==> src/sv/red_pkg.sv <==
// shared types, constants and codes for the red ecn marker with pfc
package red_pkg;

    localparam int QUEUE_BYTES_WIDTH = 24;
    localparam int FRAC_BITS         = 16;
    localparam int THR_WIDTH         = 24;
    localparam int CFG_INDEX_WIDTH   = 3;
    localparam int CFG_DATA_WIDTH    = 24;
    localparam int SINCE_WIDTH       = 17;
    localparam int FIFO_DEPTH        = 2;

    localparam logic signed [SINCE_WIDTH-1:0] SINCE_RESET = -17'sd1;
    localparam logic signed [SINCE_WIDTH-1:0] SINCE_MAX   = 17'sd65535;

    localparam logic [15:0]          AVG_WEIGHT_RESET    = 16'd13107;
    localparam logic [15:0]          MAX_MARK_PROB_RESET = 16'd655;
    localparam logic [THR_WIDTH-1:0] MIN_THRESHOLD_RESET = 24'd5000;
    localparam logic [THR_WIDTH-1:0] MAX_THRESHOLD_RESET = 24'd200000;

    typedef enum logic [CFG_INDEX_WIDTH-1:0] {
        REG_PFC_ENABLE         = 3'd0,
        REG_CONGESTION_CONTROL = 3'd1,
        REG_PAUSE_THRESHOLD    = 3'd2,
        REG_UNPAUSE_THRESHOLD  = 3'd3,
        REG_AVG_WEIGHT         = 3'd4,
        REG_MAX_MARK_PROB      = 3'd5,
        REG_MIN_THRESHOLD      = 3'd6,
        REG_MAX_THRESHOLD      = 3'd7
    } t_reg_index;

    typedef enum logic [1:0] {
        ACT_NONE    = 2'd0,
        ACT_PAUSE   = 2'd1,
        ACT_UNPAUSE = 2'd2
    } t_action;

    typedef enum logic [3:0] {
        S_IDLE,
        S_POW_A,
        S_POW_B,
        S_POW_C,
        S_AVG_HI,
        S_AVG_LO,
        S_AVG_QW,
        S_AVG_SUM,
        S_CMP,
        S_DIV_R,
        S_MUL_PB,
        S_MUL_D,
        S_LOAD_PA,
        S_DIV_PA,
        S_FIN_PA,
        S_DONE
    } t_state;

    typedef struct packed {
        logic                 pfc_enable;
        logic                 congestion_control;
        logic [THR_WIDTH-1:0] pause_threshold;
        logic [THR_WIDTH-1:0] unpause_threshold;
        logic [15:0]          avg_weight;
        logic [15:0]          max_mark_prob;
        logic [THR_WIDTH-1:0] min_threshold;
        logic [THR_WIDTH-1:0] max_threshold;
    } t_cfg;

    typedef struct packed {
        logic done;
        logic pause_sent;
    } t_stat;

endpackage

==> src/sv/red_front.sv <==
// front end: accepts queue events, classifies them and buffers them in a short queue
module red_front #(
    parameter int QW = red_pkg::QUEUE_BYTES_WIDTH
) (
    input  logic          i_clk,
    input  logic          i_rst_n,
    input  logic          i_in_valid,
    output logic          o_in_ready,
    input  logic          i_req_type,
    input  logic [QW-1:0] i_queue_bytes,
    input  logic [31:0]   i_now_ticks,
    input  logic          i_ecn_capable,
    input  logic          i_already_ce,
    input  logic [15:0]   i_rand_value,
    input  logic          i_cc,
    output logic          o_item_valid,
    input  logic          i_item_pop,
    output logic          o_deq,
    output logic          o_elig,
    output logic [QW-1:0] o_q,
    output logic [31:0]   o_now,
    output logic [15:0]   o_rnd
);

    localparam int IW = 2 + QW + 32 + 16;
    localparam int PTRW = $clog2(red_pkg::FIFO_DEPTH);
    localparam int CNTW = $clog2(red_pkg::FIFO_DEPTH + 1);

    logic [IW-1:0]   r_mem [red_pkg::FIFO_DEPTH];
    logic [PTRW-1:0] r_wp, n_wp;
    logic [PTRW-1:0] r_rp, n_rp;
    logic [CNTW-1:0] r_cnt, n_cnt;
    logic            push;
    logic            elig;
    logic [IW-1:0]   rd;

    assign o_in_ready   = (r_cnt != CNTW'(red_pkg::FIFO_DEPTH));
    assign push         = i_in_valid && o_in_ready;
    assign o_item_valid = (r_cnt != '0);
    assign elig         = i_cc && i_ecn_capable && !i_already_ce;

    always_comb begin
        n_wp  = push ? PTRW'(r_wp + 1'b1) : r_wp;
        n_rp  = i_item_pop ? PTRW'(r_rp + 1'b1) : r_rp;
        n_cnt = r_cnt;
        if (push && !i_item_pop) begin
            n_cnt = CNTW'(r_cnt + 1'b1);
        end else if (!push && i_item_pop) begin
            n_cnt = CNTW'(r_cnt - 1'b1);
        end
    end

    always_ff @(posedge i_clk) begin
        if (!i_rst_n) begin
            r_wp  <= '0;
            r_rp  <= '0;
            r_cnt <= '0;
        end else begin
            r_wp  <= n_wp;
            r_rp  <= n_rp;
            r_cnt <= n_cnt;
        end
        if (push) begin
            r_mem[r_wp] <= {i_req_type, elig, i_queue_bytes, i_now_ticks, i_rand_value};
        end
    end

    assign rd     = r_mem[r_rp];
    assign o_deq  = rd[IW-1];
    assign o_elig = rd[IW-2];
    assign o_q    = rd[IW-3 -: QW];
    assign o_now  = rd[47:16];
    assign o_rnd  = rd[15:0];

endmodule

==> src/sv/red_back.sv <==
// back end: pause hysteresis, red average update and marking decision sequencer
module red_back #(
    parameter int QW = red_pkg::QUEUE_BYTES_WIDTH,
    parameter int FB = red_pkg::FRAC_BITS
) (
    input  logic          i_clk,
    input  logic          i_rst_n,
    input  red_pkg::t_cfg i_cfg,
    input  logic          i_item_valid,
    output logic          o_item_pop,
    input  logic          i_deq,
    input  logic          i_elig,
    input  logic [QW-1:0] i_q,
    input  logic [31:0]   i_now,
    input  logic [15:0]   i_rnd,
    output logic          o_out_valid,
    input  logic          i_out_ready,
    output logic          o_mark_ce,
    output logic [1:0]    o_pause_action,
    output red_pkg::t_stat o_stat
);

    localparam int TW   = red_pkg::THR_WIDTH;
    localparam int SW   = red_pkg::SINCE_WIDTH;
    localparam int AW   = QW + FB;
    localparam int BW   = FB + 1;
    localparam int MAW0 = (QW > BW) ? QW : BW;
    localparam int MAW  = (MAW0 > SW) ? MAW0 : SW;
    localparam int PW   = MAW + BW;
    localparam int DVW  = (TW > BW) ? TW : BW;
    localparam int XW   = (AW > TW + FB) ? AW : TW + FB;
    localparam int CNTW = $clog2(FB + 1);
    localparam int SHL  = (FB >= 16) ? FB - 16 : 0;
    localparam int SHR  = (FB >= 16) ? 0 : 16 - FB;
    localparam logic [BW-1:0] ONE = {1'b1, {FB{1'b0}}};

    function automatic logic [FB-1:0] q16f(input logic [15:0] v);
        logic [FB+15:0] t;
        t = (FB + 16)'(v);
        t = (t << SHL) >> SHR;
        return t[FB-1:0];
    endfunction

    red_pkg::t_state r_state, n_state;

    logic [AW-1:0]          r_avg;
    logic signed [SW-1:0]   r_since;
    logic [31:0]            r_empty;
    logic                   r_ps;
    logic                   r_out_valid;
    logic                   r_out_mark;
    logic [1:0]             r_out_act;

    logic [QW-1:0]          r_q;
    logic [FB-1:0]          r_rnd;
    logic                   r_mark;
    red_pkg::t_action       r_act;
    logic [BW-1:0]          r_mb;
    logic [BW-1:0]          r_pacc;
    logic [BW-1:0]          r_base;
    logic [31:0]            r_exp;
    logic [AW-1:0]          r_sum;
    logic [PW-1:0]          r_prod;
    logic [BW-1:0]          r_pb;
    logic [DVW-1:0]         r_rem;
    logic [FB-1:0]          r_dnum;
    logic [DVW-1:0]         r_div;
    logic [CNTW-1:0]        r_cnt;

    logic [MAW-1:0]         mul_a;
    logic [BW-1:0]          mul_b;
    logic                   pop;
    logic                   out_free;
    logic [FB-1:0]          w_f;
    logic [BW-1:0]          omw;
    logic [FB-1:0]          maxp_f;
    logic [XW-1:0]          minf, maxf, avg_x, diff;
    logic                   in_band, above;
    logic [BW-1:0]          prod_pb;
    logic                   d_pos;
    logic [BW-1:0]          d_val;
    logic                   sat_mark;
    logic [DVW:0]           dv_t;
    logic                   dv_ge;
    logic [DVW-1:0]         dv_rem;

    assign out_free = !r_out_valid || i_out_ready;
    assign w_f      = q16f(i_cfg.avg_weight);
    assign omw      = ONE - BW'(w_f);
    assign maxp_f   = q16f(i_cfg.max_mark_prob);
    assign minf     = XW'(i_cfg.min_threshold) << FB;
    assign maxf     = XW'(i_cfg.max_threshold) << FB;
    assign avg_x    = XW'(r_avg);
    assign diff     = avg_x - minf;
    assign in_band  = (minf <= avg_x) && (avg_x < maxf);
    assign above    = (maxf <= avg_x) || (32'(i_cfg.max_threshold) <= 32'(r_q));
    assign prod_pb  = BW'(r_prod >> FB);
    assign d_pos    = r_prod < PW'(ONE);
    assign d_val    = BW'(PW'(ONE) - r_prod);
    assign sat_mark = !d_pos || (r_pb >= d_val);
    assign dv_t     = {r_rem, r_dnum[FB-1]};
    assign dv_ge    = dv_t >= (DVW + 1)'(r_div);
    assign dv_rem   = dv_ge ? DVW'(dv_t - (DVW + 1)'(r_div)) : DVW'(dv_t);

    // next state
    always_comb begin
        n_state = r_state;
        unique case (r_state)
            red_pkg::S_IDLE: begin
                if (i_item_valid) begin
                    if (!i_deq && i_elig) begin
                        n_state = (i_q == '0) ? red_pkg::S_POW_A : red_pkg::S_AVG_HI;
                    end else begin
                        n_state = red_pkg::S_DONE;
                    end
                end
            end
            red_pkg::S_POW_A:   n_state = (r_exp == '0) ? red_pkg::S_AVG_HI : red_pkg::S_POW_B;
            red_pkg::S_POW_B:   n_state = red_pkg::S_POW_C;
            red_pkg::S_POW_C:   n_state = red_pkg::S_POW_A;
            red_pkg::S_AVG_HI:  n_state = red_pkg::S_AVG_LO;
            red_pkg::S_AVG_LO:  n_state = red_pkg::S_AVG_QW;
            red_pkg::S_AVG_QW:  n_state = red_pkg::S_AVG_SUM;
            red_pkg::S_AVG_SUM: n_state = red_pkg::S_CMP;
            red_pkg::S_CMP:     n_state = in_band ? red_pkg::S_DIV_R : red_pkg::S_DONE;
            red_pkg::S_DIV_R:   n_state = (r_cnt == CNTW'(1)) ? red_pkg::S_MUL_PB : red_pkg::S_DIV_R;
            red_pkg::S_MUL_PB:  n_state = red_pkg::S_MUL_D;
            red_pkg::S_MUL_D:   n_state = red_pkg::S_LOAD_PA;
            red_pkg::S_LOAD_PA: n_state = sat_mark ? red_pkg::S_DONE : red_pkg::S_DIV_PA;
            red_pkg::S_DIV_PA:  n_state = (r_cnt == CNTW'(1)) ? red_pkg::S_FIN_PA : red_pkg::S_DIV_PA;
            red_pkg::S_FIN_PA:  n_state = red_pkg::S_DONE;
            red_pkg::S_DONE:    n_state = out_free ? red_pkg::S_IDLE : red_pkg::S_DONE;
            default:            n_state = red_pkg::S_IDLE;
        endcase
    end

    // shared multiplier operands and handshake outputs
    always_comb begin
        mul_a = '0;
        mul_b = '0;
        pop   = 1'b0;
        unique case (r_state)
            red_pkg::S_IDLE: pop = i_item_valid;
            red_pkg::S_POW_A: begin
                mul_a = MAW'(r_pacc);
                mul_b = r_base;
            end
            red_pkg::S_POW_B: begin
                mul_a = MAW'(r_base);
                mul_b = r_base;
            end
            red_pkg::S_AVG_HI: begin
                mul_a = MAW'(r_avg[AW-1:FB]);
                mul_b = r_mb;
            end
            red_pkg::S_AVG_LO: begin
                mul_a = MAW'(r_avg[FB-1:0]);
                mul_b = r_mb;
            end
            red_pkg::S_AVG_QW: begin
                mul_a = MAW'(r_q);
                mul_b = BW'(w_f);
            end
            red_pkg::S_MUL_PB: begin
                mul_a = MAW'(r_dnum);
                mul_b = BW'(maxp_f);
            end
            red_pkg::S_MUL_D: begin
                mul_a = MAW'($unsigned(r_since));
                mul_b = prod_pb;
            end
            default: begin
                mul_a = '0;
                mul_b = '0;
            end
        endcase
    end

    assign o_item_pop     = pop;
    assign o_out_valid    = r_out_valid;
    assign o_mark_ce      = r_out_mark;
    assign o_pause_action = r_out_act;
    assign o_stat.done       = (r_state == red_pkg::S_DONE);
    assign o_stat.pause_sent = r_ps;

    always_ff @(posedge i_clk) begin
        r_prod <= PW'(mul_a) * PW'(mul_b);
        if (!i_rst_n) begin
            r_state     <= red_pkg::S_IDLE;
            r_avg       <= '0;
            r_since     <= red_pkg::SINCE_RESET;
            r_empty     <= '0;
            r_ps        <= 1'b0;
            r_out_valid <= 1'b0;
        end else begin
            r_state <= n_state;
            if ((r_state == red_pkg::S_DONE) && out_free) begin
                r_out_valid <= 1'b1;
            end else if (r_out_valid && i_out_ready) begin
                r_out_valid <= 1'b0;
            end
            case (r_state)
                red_pkg::S_IDLE: begin
                    if (i_item_valid) begin
                        r_q    <= i_q;
                        r_rnd  <= q16f(i_rnd);
                        r_mark <= 1'b0;
                        r_act  <= red_pkg::ACT_NONE;
                        r_mb   <= omw;
                        r_pacc <= ONE;
                        r_base <= omw;
                        r_exp  <= i_now - r_empty;
                        if (!i_deq) begin
                            if (i_cfg.pfc_enable && !r_ps &&
                                (32'(i_cfg.pause_threshold) <= 32'(i_q))) begin
                                r_ps  <= 1'b1;
                                r_act <= red_pkg::ACT_PAUSE;
                            end
                        end else begin
                            if (i_cfg.congestion_control && (i_q == '0)) begin
                                r_empty <= i_now;
                            end
                            if (i_cfg.pfc_enable && r_ps &&
                                (32'(i_q) <= 32'(i_cfg.unpause_threshold))) begin
                                r_ps  <= 1'b0;
                                r_act <= red_pkg::ACT_UNPAUSE;
                            end
                        end
                    end
                end
                red_pkg::S_POW_A: begin
                    if (r_exp == '0) begin
                        r_mb <= r_pacc;
                    end
                end
                red_pkg::S_POW_B: begin
                    if (r_exp[0]) begin
                        r_pacc <= BW'(r_prod >> FB);
                    end
                end
                red_pkg::S_POW_C: begin
                    r_base <= BW'(r_prod >> FB);
                    r_exp  <= r_exp >> 1;
                end
                red_pkg::S_AVG_LO:  r_sum <= AW'(r_prod);
                red_pkg::S_AVG_QW:  r_sum <= r_sum + AW'(r_prod >> FB);
                red_pkg::S_AVG_SUM: r_avg <= r_sum + AW'(r_prod);
                red_pkg::S_CMP: begin
                    if (in_band) begin
                        if (r_since < red_pkg::SINCE_MAX) begin
                            r_since <= r_since + SW'(1);
                        end
                        r_rem  <= DVW'(diff >> FB);
                        r_dnum <= diff[FB-1:0];
                        r_div  <= DVW'(i_cfg.max_threshold - i_cfg.min_threshold);
                        r_cnt  <= CNTW'(FB);
                    end else if (above) begin
                        r_mark  <= 1'b1;
                        r_since <= '0;
                    end else begin
                        r_since <= red_pkg::SINCE_RESET;
                    end
                end
                red_pkg::S_DIV_R, red_pkg::S_DIV_PA: begin
                    r_rem  <= dv_rem;
                    r_dnum <= {r_dnum[FB-2:0], dv_ge};
                    r_cnt  <= CNTW'(r_cnt - 1'b1);
                end
                red_pkg::S_MUL_D: r_pb <= prod_pb;
                red_pkg::S_LOAD_PA: begin
                    if (sat_mark) begin
                        r_mark  <= 1'b1;
                        r_since <= '0;
                    end else begin
                        r_rem  <= DVW'(r_pb);
                        r_dnum <= '0;
                        r_div  <= DVW'(d_val);
                        r_cnt  <= CNTW'(FB);
                    end
                end
                red_pkg::S_FIN_PA: begin
                    if (r_rnd < r_dnum) begin
                        r_mark  <= 1'b1;
                        r_since <= '0;
                    end
                end
                red_pkg::S_DONE: begin
                    if (out_free) begin
                        r_out_mark  <= r_mark;
                        r_out_act   <= r_act;
                    end
                end
                default: begin
                end
            endcase
        end
    end

endmodule

==> src/sv/red_ecn_marker_with_pfc.sv <==
// top level: red ecn marker with pfc pause, configuration registers and front/back split
//
//  channel | signals                              | transfer when
//  --------+--------------------------------------+-----------------------------
//  in      | i_in_valid o_in_ready + event fields | i_in_valid && o_in_ready
//  out     | o_out_valid i_out_ready + result     | o_out_valid && i_out_ready
//  cfg     | i_cfg_wr_en i_cfg_index i_cfg_wdata  | i_cfg_wr_en
//
//  dequeues and ineligible enqueues pass straight from idle to done in the back end sequencer
//  an eligible enqueue into a non-empty queue runs the average update and, when the average
//  lies in the band, the bit-serial dividers and the shared multiplier
//  an enqueue into an empty queue first runs a square-and-multiply step per significant bit of the idle time
//  a two-entry queue lets the front accept events while the back end works or stalls
//  reset is synchronous; results wait in the output register while the back stalls
module red_ecn_marker_with_pfc #(
    parameter int QUEUE_BYTES_WIDTH = red_pkg::QUEUE_BYTES_WIDTH,
    parameter int FRAC_BITS         = red_pkg::FRAC_BITS
) (
    input  logic                                 i_clk,
    input  logic                                 i_rst_n,
    input  logic                                 i_cfg_wr_en,
    input  logic [red_pkg::CFG_INDEX_WIDTH-1:0]  i_cfg_index,
    input  logic [red_pkg::CFG_DATA_WIDTH-1:0]   i_cfg_wdata,
    input  logic                                 i_in_valid,
    output logic                                 o_in_ready,
    input  logic                                 i_req_type,
    input  logic [QUEUE_BYTES_WIDTH-1:0]         i_queue_bytes,
    input  logic [31:0]                          i_now_ticks,
    input  logic                                 i_ecn_capable,
    input  logic                                 i_already_ce,
    input  logic [15:0]                          i_rand_value,
    output logic                                 o_out_valid,
    input  logic                                 i_out_ready,
    output logic                                 o_mark_ce,
    output logic [1:0]                           o_pause_action
);

    red_pkg::t_cfg  r_cfg;
    red_pkg::t_stat stat;

    logic                         item_valid;
    logic                         item_pop;
    logic                         item_deq;
    logic                         item_elig;
    logic [QUEUE_BYTES_WIDTH-1:0] item_q;
    logic [31:0]                  item_now;
    logic [15:0]                  item_rnd;

    always_ff @(posedge i_clk) begin
        if (!i_rst_n) begin
            r_cfg.pfc_enable         <= 1'b0;
            r_cfg.congestion_control <= 1'b0;
            r_cfg.pause_threshold    <= '0;
            r_cfg.unpause_threshold  <= '0;
            r_cfg.avg_weight         <= red_pkg::AVG_WEIGHT_RESET;
            r_cfg.max_mark_prob      <= red_pkg::MAX_MARK_PROB_RESET;
            r_cfg.min_threshold      <= red_pkg::MIN_THRESHOLD_RESET;
            r_cfg.max_threshold      <= red_pkg::MAX_THRESHOLD_RESET;
        end else if (i_cfg_wr_en) begin
            unique case (red_pkg::t_reg_index'(i_cfg_index))
                red_pkg::REG_PFC_ENABLE:         r_cfg.pfc_enable         <= i_cfg_wdata[0];
                red_pkg::REG_CONGESTION_CONTROL: r_cfg.congestion_control <= i_cfg_wdata[0];
                red_pkg::REG_PAUSE_THRESHOLD:    r_cfg.pause_threshold    <= i_cfg_wdata;
                red_pkg::REG_UNPAUSE_THRESHOLD:  r_cfg.unpause_threshold  <= i_cfg_wdata;
                red_pkg::REG_AVG_WEIGHT:         r_cfg.avg_weight         <= i_cfg_wdata[15:0];
                red_pkg::REG_MAX_MARK_PROB:      r_cfg.max_mark_prob      <= i_cfg_wdata[15:0];
                red_pkg::REG_MIN_THRESHOLD:      r_cfg.min_threshold      <= i_cfg_wdata;
                red_pkg::REG_MAX_THRESHOLD:      r_cfg.max_threshold      <= i_cfg_wdata;
                default: begin
                end
            endcase
        end
    end

    red_front #(
        .QW (QUEUE_BYTES_WIDTH)
    ) u_front (
        .i_clk         (i_clk),
        .i_rst_n       (i_rst_n),
        .i_in_valid    (i_in_valid),
        .o_in_ready    (o_in_ready),
        .i_req_type    (i_req_type),
        .i_queue_bytes (i_queue_bytes),
        .i_now_ticks   (i_now_ticks),
        .i_ecn_capable (i_ecn_capable),
        .i_already_ce  (i_already_ce),
        .i_rand_value  (i_rand_value),
        .i_cc          (r_cfg.congestion_control),
        .o_item_valid  (item_valid),
        .i_item_pop    (item_pop),
        .o_deq         (item_deq),
        .o_elig        (item_elig),
        .o_q           (item_q),
        .o_now         (item_now),
        .o_rnd         (item_rnd)
    );

    red_back #(
        .QW (QUEUE_BYTES_WIDTH),
        .FB (FRAC_BITS)
    ) u_back (
        .i_clk          (i_clk),
        .i_rst_n        (i_rst_n),
        .i_cfg          (r_cfg),
        .i_item_valid   (item_valid),
        .o_item_pop     (item_pop),
        .i_deq          (item_deq),
        .i_elig         (item_elig),
        .i_q            (item_q),
        .i_now          (item_now),
        .i_rnd          (item_rnd),
        .o_out_valid    (o_out_valid),
        .i_out_ready    (i_out_ready),
        .o_mark_ce      (o_mark_ce),
        .o_pause_action (o_pause_action),
        .o_stat         (stat)
    );

    a_out_from_done: assert property (@(posedge i_clk) disable iff (!i_rst_n)
        $rose(o_out_valid) |-> $past(stat.done))
        else $error("result appeared without the sequencer finishing");

    a_action_needs_pfc: assert property (@(posedge i_clk) disable iff (!i_rst_n)
        (o_out_valid && (o_pause_action != red_pkg::ACT_NONE)) |-> r_cfg.pfc_enable)
        else $error("pause action with pfc disabled");

    a_mark_needs_cc: assert property (@(posedge i_clk) disable iff (!i_rst_n)
        (o_out_valid && o_mark_ce) |-> r_cfg.congestion_control)
        else $error("ce mark with congestion control disabled");

    a_pause_state_change: assert property (@(posedge i_clk) disable iff (!i_rst_n)
        (stat.pause_sent != $past(stat.pause_sent)) |-> $past(r_cfg.pfc_enable))
        else $error("pause state changed with pfc disabled");

endmodule
==> config.mk <==
export PLATFORM = sky130hd
export DESIGN_NAME = red_ecn_marker_with_pfc
export DESIGN_NICKNAME = d
export VERILOG_FILES = /design/src/sv/red_pkg.sv /design/src/sv/red_front.sv /design/src/sv/red_back.sv /design/src/sv/red_ecn_marker_with_pfc.sv
export SDC_FILE = /design/constraint.sdc
export NUM_CORES = 2
export LEC_CHECK = 0
export ABC_CLOCK_PERIOD_IN_PS = 20000
export BUFFER_PORTS_ARGS = -buffer_cell sky130_fd_sc_hd__buf_2
export CAP_MARGIN = 10
export CELL_PAD_IN_SITES_DETAIL_PLACEMENT = 0
export CELL_PAD_IN_SITES_GLOBAL_PLACEMENT = 1
export CORE_AREA = 4 4 325 327
export CTS_CLUSTER_SIZE = 28
export DETAILED_ROUTE_END_ITERATION = 10
export DIE_AREA = 0 0 329 331
export PLACE_DENSITY_LB_ADDON = 0.1
export SYNTH_ARGS = -nofsm -noshare
export SYNTH_HDL_FRONTEND = slang
export SYNTH_SLANG_ARGS = --single-unit
==> constraint.sdc <==
create_clock -name i_clk -period 20 [get_ports i_clk]
set_input_delay 1 -clock i_clk [delete_from_list [all_inputs] [get_ports i_clk]]
set_output_delay 1 -clock i_clk [all_outputs]
set_load 0.01 [all_outputs]
==> impl_metrics.json <==
{
  "worst_hold_path_type": "flop to flop",
  "synth_largest_area_cell": "sky130_fd_sc_hd__edfxtp_1",
  "slew_headroom": 0.147,
  "switchingPower_uw": 3490,
  "design.die.area_mm2": 0.109,
  "crit_path_max_incr_delay_ns": 0.96,
  "report.final.hold_viol_count": 0,
  "standard_cell_rows": 118,
  "net_switching_fraction_of_the_power": 0.457,
  "routedWlPerCell_um": 24.0,
  "ir_drop_mv": 0.107,
  "max_cap_viol_count": 0,
  "comb_power_share": 0.538,
  "leading_cell_types_in_the_layout_fill_and_taps_excluded": "847 x sky130_fd_sc_hd__nand2_1, 660 x sky130_fd_sc_hd__inv_1, 415 x sky130_fd_sc_hd__ha_1",
  "critPathArrivalTime_ns": 9.57,
  "detail_route.first_pass.iterations": 8,
  "gr-total-overflow": 0,
  "grt_max_degree": 85,
  "ctsResizeCount": 0,
  "ports": 112,
  "critical_path.max_fanout": 40,
  "final_worst_path_period_share": 0.453,
  "clkLatencyLatePin_ns": 0.66,
  "synth_enable_flop_cells": 403,
  "totalWireLength_mm": 168,
  "post_synth_inst_count": 5504,
  "via_count": 40800,
  "route.antenna.remaining_nets": 0,
  "mostFrequentLayoutCell": "sky130_fd_sc_hd__nand2_1",
  "fin_setup_tns_ns": 0,
  "dieHeight_um": 331,
  "detail_placement_hpwl_mm": 128,
  "floorplan.initialDensity": 0.495,
  "areaGrowthSynthToFinish_pct": 9.49,
  "cts.repair_timing.setup_buffer_count": 0,
  "clock_power_share": 0.201,
  "place.gp.congestion": 0.974,
  "grt_pass1_vias": 39800,
  "cp-start-kind": "flop",
  "critPathCaptureType": "flop",
  "yosys.cell_types.count": 80,
  "max-clock-path-buffers": 3,
  "reg2regPathDepth": 28,
  "grt_use_total": 0.308,
  "finalWorstPathRequiredPeriod_ns": 9.06,
  "syn-mean-instance-area_um2": 9.26,
  "yosys_most_used_dff": "sky130_fd_sc_hd__edfxtp_1",
  "timing.setup.critical_path_class": "flop to flop",
  "final_core_utilization": 0.543,
  "cts.reportedPaths.clkPinSlew_ns": 0.06,
  "yosys-top-cells-area": "sky130_fd_sc_hd__edfxtp_1 24%, sky130_fd_sc_hd__fa_1 13%, sky130_fd_sc_hd__dfxtp_1 11%",
  "run_status": "completed",
  "antenna_found_initial": 9,
  "rsz0062_at_grt": "false",
  "clock_tree.root_cell": "sky130_fd_sc_hd__clkbuf_16",
  "drt_first_iter_violations": 3790,
  "p_leak_uw": 0.0239,
  "ys_seq_area_frac": 0.344,
  "worst-slew-pin-transition_ns": 1.28,
  "final_layout_size_suffix_gt1_frac": 0.0738,
  "cp_common_cell": "sky130_fd_sc_hd__fa_1",
  "skew_ns": 0.0330,
  "first_pass_grt_wire_length_mm": 252,
  "post_drt_via_cell_ratio": 5.83,
  "syn-num-nets": 6361,
  "seq_power_share": 0.260,
  "slew_violations": 0,
  "async_flop_share": 0,
  "maxClockFrequency_mhz": 110,
  "holdPathStages": 2,
  "final_number_of_setup_violating_endpoints": 0,
  "pd_cells_mw_per_mm2": 137,
  "layout.nets": 6399,
  "floorplan.die.width_um": 329,
  "synth_seq_cells": 674,
  "cp.required_ns": 20.51,
  "syn-cell-area_mm2": 0.0510,
  "detail_route.drc_violations": 0,
  "place.port_buffers": 111,
  "clkSinkCount": 674,
  "tritoncts": "yes",
  "placeableCoreArea_mm2": 0.103,
  "yosysTopAreaCellShare": 0.237,
  "timing.critical_path.slowest_stage_cell": "sky130_fd_sc_hd__a221oi_1",
  "cts_hold_repair.buffers": 0,
  "ctsHtreeMaxLevel": 3,
  "tritoncts.num_buffers": 82,
  "internal_portion_of_total_power_uw": 4160,
  "yosys_warnings": 0
}
-- critical path, delay by kind of cell, from the launching register on --
| family | cells | cell delay [ns] |
|---|---|---|
| adders and majority gates | 7 | 3.48 |
| AOI/OAI and AO/OA | 11 | 3.34 |
| xor gates and xnor gates | 1 | 0.08 |
| DFF | 1 | 0.74 |
| and+or+nand+nor | 3 | 0.53 |
| buffers and inverters | 6 | 0.72 |
-- worst paths after layout --
path / start / endpoint / slack [ns]
worst max-delay path: u_back.r_state[3] / u_back.r_prod[40] / 10.94
worst min-delay path: r_cfg[87] / r_cfg[87] / 0.45
worst max register to register: u_back.r_state[3] / u_back.r_prod[40] / 10.94
worst min register to register: r_cfg[87] / r_cfg[87] / 0.45
-- synth_stat cells (all sizes together) (123+ instances only) --
master and n:
nand2 848, edfxtp 403, inv 661, nor2 334, xnor2 123, a21oi 349, o21ai 249, clkbuf 195
a21o 134, fa 335, ha 415, dfxtp 271
-- cell families (layout without fill, tap and decap cells) --
| group | count (synthesis) | count (layout) | share of synthesized area |
|---|---|---|---|
| compound gates | 1153 | 1153 | 0.145 |
| other cells | 0 | 4 | 0 |
| buf+inv | 888 | 994 | 0.0661 |
| mux | 115 | 115 | 0.0238 |
| fa+ha+maj | 750 | 750 | 0.233 |
| flops | 674 | 674 | 0.344 |
| simple gates | 1706 | 1706 | 0.150 |
| xor+xnor | 218 | 218 | 0.0374 |
-- metrics by stage --
step	total power [uW]	instances	instance area [um2]	hold WS (ns)	worst slack (ns)
after global routing	8250	6990	55800	0.464	10.44
after global placement	6060	6837	53100	0.442	11.08
final	7650	6994	55800	0.455	10.94
after floorplan	4820	5504	51000	0.400	12.22
after CTS	7660	6989	55800	0.456	11.00
after detailed placement	6090	6837	53100	0.448	11.02
-- cell type report --
| type | instances | area, um2 |
|---|---|---|
| fill | 9560 | 47100 |
| multi-input combinational | 3942 | 30200 |
| sequential | 674 | 17500 |
| inverter | 661 | 2490 |
| clock buffer | 107 | 2210 |
| tap | 1380 | 1730 |
| timing repair buffer | 181 | 1090 |
| clock inverter | 45 | 538 |
| antenna | 4 | 10.0 |
-- flip-flops by register name (all words and copies together) (netlist names), 16 cells and up, named ones only --
| signal | count |
|---|---|
| r_cfg | 130 |
| u_back.r_q | 24 |
| u_back.r_since | 17 |
| u_back.r_pacc | 17 |
| u_back.r_empty | 32 |
| u_back.r_sum | 40 |
| u_back.r_pb | 17 |
| u_back.r_prod | 41 |
| u_back.r_exp | 32 |
| u_back.r_base | 17 |
| u_back.r_mb | 17 |
| u_back.r_div | 24 |
| u_back.r_dnum | 16 |
| u_back.avg_x | 40 |
| u_back.r_rem | 24 |
| u_back.r_rnd | 16 |
| u_front.r_mem | 148 |
-- power groups by stage --
| stage | sequential [uW] | clock, uW | combinational [uW] |
|---|---|---|---|
| finish | 1990 | 1540 | 4120 |
| floorplan | 1890 | 0 | 2920 |
| global placement | 2010 | 0 | 4050 |
| detailed placement | 2010 | 0 | 4080 |
| global route | 2000 | 1620 | 4630 |
| CTS | 1980 | 1560 | 4110 |
-- metal layers --
metal  up-vias  GRT usage  part of all wire
met2      1569      0.475              0.44
met1     19900      0.429              0.43
met4         0      0.109             0.040
met5         -          0                 0
li1      19000          -                 -
met3       280     0.0686             0.091
Note: power is estimated with default switching activity, not from simulation.
